[config.mk]
export PLATFORM = sky130hd
export DESIGN_NAME = flom_isqrt
export DESIGN_NICKNAME = d
export VERILOG_FILES = /design/src/sv/falling_object_length_measure_macros.svh /design/src/sv/flom_pkg.sv /design/src/sv/flom_isqrt.sv
export SDC_FILE = /design/constraint.sdc
export NUM_CORES = 1
export LEC_CHECK = 0
export BUFFER_PORTS_ARGS = -buffer_cell sky130_fd_sc_hd__buf_2
export CORE_MARGIN = 8
export CORE_UTILIZATION = 63
export DETAILED_ROUTE_END_ITERATION = 10
export PLACE_DENSITY = 0.83
export SLEW_MARGIN = 40
export SYNTH_ARGS = -nofsm -noshare
export SYNTH_HDL_FRONTEND = slang
export SYNTH_SLANG_ARGS = --single-unit
[constraint.sdc]
create_clock -name clk -period 3 [get_ports clk]
set_input_delay 0.3 -clock clk [delete_from_list [all_inputs] [get_ports clk]]
set_output_delay 0.3 -clock clk [all_outputs]
set_load 0.005 [all_outputs]
[src/sv/falling_object_length_measure_macros.svh]
// assertion macros for the falling object length measure block
// used by the top level only, expects clk and rst_n in scope
`ifndef FALLING_OBJECT_LENGTH_MEASURE_MACROS_SVH
`define FALLING_OBJECT_LENGTH_MEASURE_MACROS_SVH

// same-cycle implication
`define FLOM_ASSERT_IMP(lbl, ante, cons, msg) \
    lbl: assert property (@(posedge clk) disable iff (!rst_n) (ante) |-> (cons)) \
        else $error(msg);

// next-cycle implication
`define FLOM_ASSERT_NXT(lbl, ante, cons, msg) \
    lbl: assert property (@(posedge clk) disable iff (!rst_n) (ante) |=> (cons)) \
        else $error(msg);

`endif

[src/sv/flom_pkg.sv]
// shared types and constants of the falling object length measure block
// no dependencies
package flom_pkg;

    localparam int LEN_W       = 16;
    localparam int STATUS_W    = 2;
    localparam int DELAY_W     = 16;
    localparam int RAD_W       = 2 * LEN_W;
    localparam int VQ_W        = 64;
    localparam int VQ_INT_POS  = 48;
    localparam int K1_BITS     = 45;
    localparam int K2_BITS     = 29;
    localparam int K3_BITS     = 29;
    localparam int OUT_TDATA_W = 24;
    localparam int CFG_IDX_W   = 1;

    // kinematic coefficients: n/d term in Q32, n*d term in Q48, n*n term in Q40
    localparam logic [63:0] K1_Q32 = (64'd42504 << 31) / 64'd5;
    localparam logic [63:0] K2_Q48 = (64'd13533177 << 35) / 64'd1220703125;
    localparam logic [63:0] K3_Q40 = (64'd3735156852 << 27) / 64'd1220703125;

    typedef enum logic [STATUS_W-1:0] {
        ST_OK         = 2'd0,
        ST_ZERO_DELAY = 2'd1,
        ST_ROW_ORDER  = 2'd2
    } status_t;

    typedef enum logic [CFG_IDX_W-1:0] {
        REG_RIGHT_EDGE_OFFSET = 1'b0,
        REG_LEFT_EDGE_OFFSET  = 1'b1
    } cfg_reg_t;

    // flags that ride along with the final root
    typedef struct packed {
        status_t status;
        logic    sat;
    } flom_flags_t;

endpackage

[src/sv/flom_isqrt.sv]
// pipelined integer square root, one root bit per stage
// depends on flom_pkg
module flom_isqrt #(
    parameter int TAG_W = 1
) (
    input  logic                       clk,
    input  logic                       rst_n,
    input  logic                       en,
    input  logic                       in_valid,
    input  logic [flom_pkg::RAD_W-1:0] rad,
    input  logic [TAG_W-1:0]           in_tag,
    output logic                       out_valid,
    output logic [flom_pkg::LEN_W-1:0] root,
    output logic [TAG_W-1:0]           out_tag
);

    import flom_pkg::*;

    localparam int REM_W = LEN_W + 2;

    logic [LEN_W:0]   valid_reg;
    logic [RAD_W-1:0] x_reg    [0:LEN_W];
    logic [REM_W-1:0] rem_reg  [0:LEN_W];
    logic [LEN_W-1:0] root_reg [0:LEN_W];
    logic [TAG_W-1:0] tag_reg  [0:LEN_W];

    always_ff @(posedge clk or negedge rst_n)
    begin
        if (!rst_n)
        begin
            valid_reg <= '0;
        end
        else if (en)
        begin
            valid_reg <= {valid_reg[LEN_W-1:0], in_valid};
        end
    end

    // entry stage
    always_ff @(posedge clk)
    begin
        if (en)
        begin
            x_reg[0]    <= rad;
            rem_reg[0]  <= '0;
            root_reg[0] <= '0;
            tag_reg[0]  <= in_tag;
        end
    end

    // two radicand bits per stage, trial subtract of 4*root+1
    for (genvar i = 0; i < LEN_W; i++)
    begin : g_step
        logic [REM_W-1:0] part;
        logic [REM_W-1:0] trial;
        logic             ge;

        assign part  = {rem_reg[i][REM_W-3:0], x_reg[i][RAD_W-1:RAD_W-2]};
        assign trial = {root_reg[i], 2'b01};
        assign ge    = part >= trial;

        always_ff @(posedge clk)
        begin
            if (en)
            begin
                x_reg[i+1]    <= {x_reg[i][RAD_W-3:0], 2'b00};
                rem_reg[i+1]  <= ge ? (part - trial) : part;
                root_reg[i+1] <= {root_reg[i][LEN_W-2:0], ge};
                tag_reg[i+1]  <= tag_reg[i];
            end
        end
    end

    assign out_valid = valid_reg[LEN_W];
    assign root      = root_reg[LEN_W];
    assign out_tag   = tag_reg[LEN_W];

endmodule

# Word-level counts from Yosys, hierarchy flattened
# Memories as Yosys holds them, arrays and structs flattened.
# Index checks and enable logic that the tools add are counted.
totals:
  inputBits: 37
  word_cells: 55
  ramBits: 1139
  mem_count: 4
  output_inout_bits: 18
  ff_bits: 17
memory_table:
  columns: ["memory", "depth", "word_bits", "rd", "rd_ports_with_merged_regs", "wr", "line", "source"]
  rows:
  - ["x_reg", 17, 32, 16, 0, 17, "flom_isqrt.sv:22", "logic [RAD_W-1:0] x_reg [0:LEN_W];"]
  - ["rem_reg", 17, 18, 16, 0, 17, "flom_isqrt.sv:23", "logic [REM_W-1:0] rem_reg [0:LEN_W];"]
  - ["root_reg", 17, 16, 17, 0, 17, "flom_isqrt.sv:24", "logic [LEN_W-1:0] root_reg [0:LEN_W];"]
  - ["tag_reg", 17, 1, 17, 0, 17, "flom_isqrt.sv:25", "logic [TAG_W-1:0] tag_reg [0:LEN_W];"]
classes:
  mux: 18
  n_addsub: 16
  magnitude_cmp: 16
op_table:
  columns: ["op", "count"]
  rows:
  - ["$ge A18 B18 Y1", 16]
  - ["$mux W18", 16]
  - ["$sub A18 B18 Y18", 16]
  - ["$mux W1", 2]

# Logic depth before layout (Yosys ltp)
# Gate-level depths: netlist (run 1).
# An unclocked memory read counts as a cell.
depth:
  ltp_word: 3
  ltp_mapped: 12
  ltp_nobuf: 10

# Least setup slack after synthesis (run 1)
# No wires, ideal clock.
synth_timing:
  kind: "register -> register"
  startpoint: "memory rem_reg[0][252] (netlist name)"
  endpoint: "memory rem_reg[0][278] (netlist name) (data pin)"
  path_buffers: 1
  required_ns: 2.740
  path_stages_with_launch: 10
  path_slack_ns: 0.268
  setup_ns: 0.260
  period_less_slack_ns: 2.732
  arrival_time_ns: 2.471
  path_cell_list: "edfxtp_1 -> ha_1 -> nor2b_4 -> o211ai_2 -> a31oi_1 -> o21a_2 -> a221o_2 -> a31oi_4 -> buf_12 -> mux2_4"
synth_rtl:
  columns: ["element", "line"]
  rows:
  - ["start, declared", "flom_isqrt.sv:23"]

==> results of run 1 <==
per-layer routing:
layer	vias to the layer above	global-route usage	wire, um	part of all wire
li1	8236	-	-	-
met3	124	0.0338	2720	0.049
met5	-	0	0	0
met1	8380	0.254	22800	0.41
met2	512	0.367	28500	0.51
met4	0	0.0845	1840	0.033
cell type report:
type / instances / area [um2]
clock buffers: 80 / 1790
clock inverters: 46 / 413
fillers: 2843 / 12900
inverters: 189 / 709
multi-input cells: 1251 / 8990
flip-flops and latches: 666 / 19900
well taps: 607 / 759
repair buffers: 123 / 1070
synth_stat cells (4+ instances only):
| cell | count | area, um2 |
|---|---|---|
| nand4_1 | 20 | 125 |
| a211oi_1 | 9 | 67.6 |
| nor2_1 | 110 | 413 |
| a21o_1 | 29 | 218 |
| or4_1 | 16 | 120 |
| a31oi_1 | 13 | 81.3 |
| nand2b_1 | 29 | 181 |
| o31ai_1 | 10 | 75.1 |
| and2_1 | 13 | 81.3 |
| mux2_2 | 41 | 462 |
| dfrtp_1 | 17 | 425 |
| a211o_1 | 4 | 35.0 |
| or2_2 | 14 | 87.6 |
| xor2_1 | 60 | 526 |
| edfxtp_1 | 649 | 19500 |
| o211ai_1 | 9 | 67.6 |
| xnor2_1 | 100 | 876 |
| or3_1 | 26 | 163 |
| nand3b_1 | 9 | 67.6 |
| nand3_1 | 30 | 150 |
| ha_1 | 152 | 1900 |
| inv_1 | 187 | 702 |
| buf_2 | 7 | 35.0 |
| nand2_1 | 128 | 480 |
| nor3_1 | 47 | 235 |
| mux2_4 | 13 | 195 |
| nor2b_1 | 20 | 125 |
| and3_1 | 6 | 37.5 |
| nor4_1 | 17 | 106 |
| a41oi_1 | 4 | 35.0 |
| o21ai_0 | 111 | 556 |
| o21bai_1 | 9 | 67.6 |
| a21oi_1 | 112 | 561 |
| clkbuf_1 | 13 | 48.8 |
| o21a_1 | 25 | 188 |
through the flow:
step | hold slack, ns | setup slack [ns] | area (um2) | power, mW
after floorplan | 0.00441 | 0.268 | 29700 | 14.9
after global placement | 0.219 | 0.162 | 31000 | 15.9
after detailed placement | 0.234 | 0.0802 | 31000 | 16.1
after CTS | 0.116 | 0.0483 | 33600 | 24.5
after global routing | 0.155 | 0.0125 | 33600 | 25.5
final | 0.162 | 0.0771 | 33600 | 24.4
worst min path at each step:
stage                      from                         to  slack, ns  cells after the start
after floorplan           rst_n   valid_reg[0]$_DFFE_PN0P_      0.004                      0
after global placement    rst_n  valid_reg[13]$_DFFE_PN0P_       0.22                      1
after detailed placement  rst_n  valid_reg[12]$_DFFE_PN0P_       0.23                      1
after CTS                 rst_n   valid_reg[9]$_DFFE_PN0P_       0.12                      2
after global routing         en    x_reg[0][175]$_DFFE_PP_       0.16                      1
final                        en   tag_reg[0][13]$_DFFE_PP_       0.16                      1
logic make-up (layout without fill, tap and decap cells):
family | count (synthesis) | after routing | synth area share
DFF | 666 | 666 | 0.670
muxes | 56 | 56 | 0.0228
buffers and inverters | 214 | 438 | 0.0287
and+or+nand+nor | 506 | 506 | 0.0875
adders and majority gates | 152 | 152 | 0.0640
xor gates and xnor gates | 161 | 161 | 0.0477
other | 1 | 1 | 0.000126
AOI/OAI and AO/OA | 375 | 375 | 0.0788
cells in the final DEF (no fill, tap or decap), types with 17 or more instances in the layout:
| cell | n |
|---|---|
| clkbuf_16 | 70 |
| o21a_1 | 25 |
| nor2_1 | 110 |
| ha_1 | 151 |
| a21o_1 | 29 |
| mux2_2 | 41 |
| dlygate4sd3_1 | 35 |
| a21oi_1 | 111 |
| o21ai_0 | 111 |
| clkinv_1 | 21 |
| dfrtp_1 | 17 |
| buf_4 | 19 |
| nand2b_1 | 29 |
| nand3_1 | 30 |
| nor3_1 | 47 |
| xor2_1 | 60 |
| buf_2 | 53 |
| nor2b_1 | 20 |
| xnor2_1 | 100 |
| edfxtp_1 | 649 |
| inv_1 | 187 |
| nand2_1 | 128 |
| or3_1 | 26 |
| nand4_1 | 20 |
repair_timing:
action,in CTS,in global routing
resized for setup,0,8
endpoints found under the hold margin,51,0
buffers inserted,0,0
endpoints found under the setup margin,0,39
hold buffers,35,0
where the power goes:
group	switching (mW)	leakage [nW]	internal (mW)	total (mW)
clock network	3.56	1.08	4.75	8.31
registers	0.608	6.43	11.5	12.2
logic	2.14	5.55	1.83	3.97
total	6.31	13.1	18.1	24.4
==> flow_summary.yaml, run 1 <==
status:
  outcome: "complete, no violations"
floorplanning:
  core-area_um2: 46600
  initial_core_util: 0.638
  dieArea_um2: 54400
  ios: 55
  dieHeight_um: 233
  row_count: 79
  fp.dieW_um: 233
global_route:
  gr-usage-all-layers: 0.208
  grt_first_pass_wirelength_um: 90600
  grt_max_degree: 101
  grt-ovfl-total: 0
  antenna_found_initial: 0
  first_global_vias: 17774
sta:
  setup-violations-final: 0
  rsz0062_at_grt: "false"
  min_period_ns: 2.92
  finalMaxSlewViolations: 0
  finalClockSkew_ns: 0.0263
  timing.final.crit_share: 0.974
  fmax_mhz: 342
  fin_setup_tns_ns: 0
  maxSlewHeadroom: 0.533
  hold_viol: 0
  tightest_slew_ns: 0.682
clock_tree:
  cts_tree: "built"
  clockBufferDepth: 3
  cts_buffers: 69
  cts.clk_slew.worst_paths_ns: 0.06
  clock_latency_ns: 0.61
  cts_max_level: 3
  cts_num_sinks: 666
  root_buffer: "clkbuf_16"
setup_path:
  end_kind: "register"
  criticalPathCategory: "register to register"
  cp-start-kind: "register"
  crit_cells: 10
  worst_ep_arrival_time_ns: 3.27
  rr_worst_depth: 10
  cp-startpoint: "root_reg[0][224]$_DFFE_PP_"
  r2r_start: "root_reg[0][224]$_DFFE_PP_"
  reg2reg_to: "rem_reg[0][272]$_DFFE_PP_"
  crit_chain: "inv_1 -> ha_2 -> nor2b_4 -> o211ai_2 -> a31oi_1 -> o21a_2 -> a221o_2 -> a31oi_4 -> buf_12 -> mux2_2"
  path_max_fanout: 16
  path_buf_inv: 2
  slowest_stage: "a221o_2"
  cp_top_family: "compound AO/OA/AOI/OAI gates"
  critical_path.max_stage_delay_ns: 0.44
  rrSetupSlack_ns: 0.08
  critPathCapture: "rem_reg[0][272]$_DFFE_PP_"
  cp.required_ns: 3.35
placed_design:
  place_hpwl_um: 34900
  place_congestion: 0.926
  placedCellCount: 2801
  port_buffers: 54
detailed_routing:
  route.detailed.drc: 0
  final_antenna_net_count: 0
  wl_um: 55900
  num_vias: 17252
  dr.pass1.iters: 10
  wl_per_cell_um: 18.9
  drtIter0Drc: 1305
  via_per_inst: 5.82
synth:
  ys.flop_type: "edfxtp_1"
  yosys_warnings: 0
  yosysUniqueCellTypes: 80
  synthCells: 2131
  synth.ff_latch_count: 666
  synth_edf_count: 649
  async_flop_share: 0.0255
  synth_nets: 2320
  syn_area_um2: 29700
  ys_seq_area_frac: 0.670
  avgSynthCellArea_um2: 13.9
final_layout:
  synthToLayoutAreaGrowth_pct: 13.3
  nNetsFinal: 2489
  largest_reg_flops: 272
  utilization: 0.723
  drive_gt1_frac: 0.121
  diodes: 0
  final_cells: 2962
worst_hold_path:
  hold_path.class: "input pin to register"
run:
  drv_cap: 0
pwr:
  power_density_nw_per_um2: 726
  leakagePower_nw: 13.1
  ir_drop_mv: 0.789
No activity file was read; power rests on OpenSTA's default activity.
==> inputs of run 2 (changes only) <==
--- a/config.mk
+++ b/config.mk
@@ -5,11 +5,12 @@
 export SDC_FILE = /design/constraint.sdc
 export NUM_CORES = 1
 export LEC_CHECK = 0
-export BUFFER_PORTS_ARGS = -buffer_cell sky130_fd_sc_hd__buf_2
 export CORE_MARGIN = 8
-export CORE_UTILIZATION = 63
+export CORE_UTILIZATION = 64
 export DETAILED_ROUTE_END_ITERATION = 10
+export DONT_BUFFER_PORTS = 1
 export PLACE_DENSITY = 0.83
+export REMOVE_ABC_BUFFERS = 1
 export SLEW_MARGIN = 40
 export SYNTH_ARGS = -nofsm -noshare
 export SYNTH_HDL_FRONTEND = slang
==> run 2 against run 1 <==
The run now ends with hold timing, slew limit left. Combinational power is essentially flat. Worst setup slack got worse by 0.044 ns. Largest cell class unchanged. Non-clock buffer count shrank 43. Flip-flop and latch count unchanged. Die area fell by 1.5%. Clock skew barely moved. First-iteration DRC count rose by 9.3%. Worst hold slack got worse by 0.34 ns. Core utilization grew 0.15 points. Register-to-register slack worse by 0.04 ns. Cell area down 0.64%. Critical path type unchanged.
==> flow_summary.yaml, run 2 (synthesized netlist as in run 1, its figures left out) <==
sta:
  tightest_slew_ns: 2.15
  finalMaxSlewViolations: 316
  finalClockSkew_ns: 0.0259
  finalWorstSetupSlack_ns: 0.0329
  setup-violations-final: 0
  min_period_ns: 2.97
  timing.final.crit_share: 0.989
  hold_ws_ns: -0.178
  maxSlewHeadroom: -0.434
  hold_viol: 10
  fmax_mhz: 337
final_layout:
  diodes: 0
  largest_reg_flops: 272
  drive_gt1_frac: 0.0995
  final_cell_area_um2: 33400
  final_cell_mix: "edfxtp_1 (649), inv_1 (186), ha_1 (148), nand2_1 (128)"
  synthToLayoutAreaGrowth_pct: 12.5
  nNetsFinal: 2445
  layout_commonest_cell: "edfxtp_1"
  final_cells: 2918
setup_path:
  reg2reg_to: "rem_reg[0][280]$_DFFE_PP_"
  r2r_start: "rem_reg[0][252]$_DFFE_PP_"
  rr_worst_depth: 9
  cp_top_family: "compound AO/OA/AOI/OAI gates"
  path_buf_inv: 1
  end_kind: "register"
  critical_path.max_stage_delay_ns: 0.43
  worst_ep_arrival_time_ns: 3.32
  slowest_stage: "edfxtp_1"
  crit_chain: "ha_4 -> nor2b_4 -> o211ai_2 -> a31oi_2 -> o21a_2 -> a221o_2 -> a31oi_4 -> clkbuf_16 -> mux2_4"
  criticalPathCategory: "register to register"
  cp-startpoint: "rem_reg[0][252]$_DFFE_PP_"
  rrSetupSlack_ns: 0.03
  path_max_fanout: 7
  cp.required_ns: 3.35
  crit_cells: 9
  cp-start-kind: "register"
  critPathCapture: "rem_reg[0][280]$_DFFE_PP_"
placed_design:
  place_hpwl_um: 34300
  place_ws_ns: 0.0230
  dpl_cell_area_um2: 30600
  port_buffers: 0
  place_congestion: 0.934
  placedCellCount: 2736
clock_tree:
  cts_max_level: 3
  cts_buffers: 68
  cts_tree: "built"
  clock_latency_ns: 0.61
  root_buffer: "clkbuf_16"
  cts.clk_slew.worst_paths_ns: 0.06
  clockBufferDepth: 3
  cts_num_sinks: 666
floorplanning:
  dieHeight_um: 231
  dieArea_um2: 53600
  initial_core_util: 0.644
  ios: 55
  row_count: 79
  fp.dieW_um: 231
  core-area_um2: 46200
global_route:
  grt_max_degree: 667
  grt-ovfl-total: 0
  grt_first_pass_wirelength_um: 87500
  gr-usage-all-layers: 0.204
  first_global_vias: 16963
  antenna_found_initial: 1
detailed_routing:
  wl_um: 55500
  dr.pass1.iters: 7
  num_vias: 17085
  drtIter0Drc: 1427
  wl_per_cell_um: 19.0
  final_antenna_net_count: 0
  route.detailed.drc: 0
  via_per_inst: 5.86
status:
  violations: "hold timing, slew limit"
  outcome: "finished, violations left"
pwr:
  ir_drop_mv: 0.946
  power_density_nw_per_um2: 736
  leakagePower_nw: 12.9
worst_hold_path:
  hold_path.class: "input pin to register"
run:
  drv_cap: 0
==> run 2: final cells by class <==
type	instances	area, um2
Sequential cell	666	19900
Inverter	189	709
Timing Repair Buffer	80	801
Fill cell	2773	12700
Clock inverter	36	412
Multi-Input combinational cell	1251	9010
Clock buffer	89	1820
Tap cell	607	759
==> run 2: worst min path at each step <==
stage                from                         to  slack (ns)  cells past startpoint
CTS                    en      x_reg[0][3]$_DFFE_PP_       -0.18                      0
floorplan           rst_n   valid_reg[0]$_DFFE_PN0P_       0.004                      0
detailed placement  rst_n  valid_reg[12]$_DFFE_PN0P_       0.005                      0
global placement    rst_n  valid_reg[16]$_DFFE_PN0P_       0.005                      0
finish                 en     x_reg[0][36]$_DFFE_PP_       -0.18                      0
global route           en     x_reg[0][75]$_DFFE_PP_       -0.22                      0
==> run 2: timing repair <==
item,CTS,global route
hold endpoints to repair,466,177
resized for setup,0,14
hold buffers,44,6
setup endpoints to repair,0,37
buffers inserted,0,6
==> run 2: where the power goes <==
| group | total, mW | internal, mW | switching, mW |
|---|---|---|---|
| Clock | 8.46 | 4.87 | 3.59 |
| Combinational | 3.95 | 1.92 | 2.03 |
| Sequential | 12.2 | 11.6 | 0.625 |
| Total | 24.6 | 18.4 | 6.24 |
==> run 2: stage by stage <==
step	hold slack, ns	power [mW]	setup TNS, ns	utilization
after floorplan	0.00441	14.9	0	-
after global placement	0.00482	15.7	0	0.662
after detailed placement	0.00479	15.9	0	0.662
after CTS	-0.175	24.5	0	0.720
after global routing	-0.225	25.6	-0.0922	0.724
final	-0.178	24.6	0	0.724
==> run 2: metal layers <==
layer | vias up | global-route usage | part of all wire | wire [um]
met5 | - | 0 | 0 | 0
met4 | 0 | 0.0738 | 0.030 | 1640
met3 | 130 | 0.0341 | 0.051 | 2840
met2 | 502 | 0.352 | 0.50 | 27800
met1 | 8309 | 0.259 | 0.42 | 23200
li1 | 8144 | - | - | -
==> run 2: worst reg2reg max path: stages, from the launching register on <==
cell       delay (ns)
edfxtp_1         0.43
ha_4             0.29
nor2b_4          0.13
o211ai_2         0.21
a31oi_2          0.16
o21a_2           0.27
a221o_2          0.40
a31oi_4          0.30
clkbuf_16        0.23
mux2_4           0.30
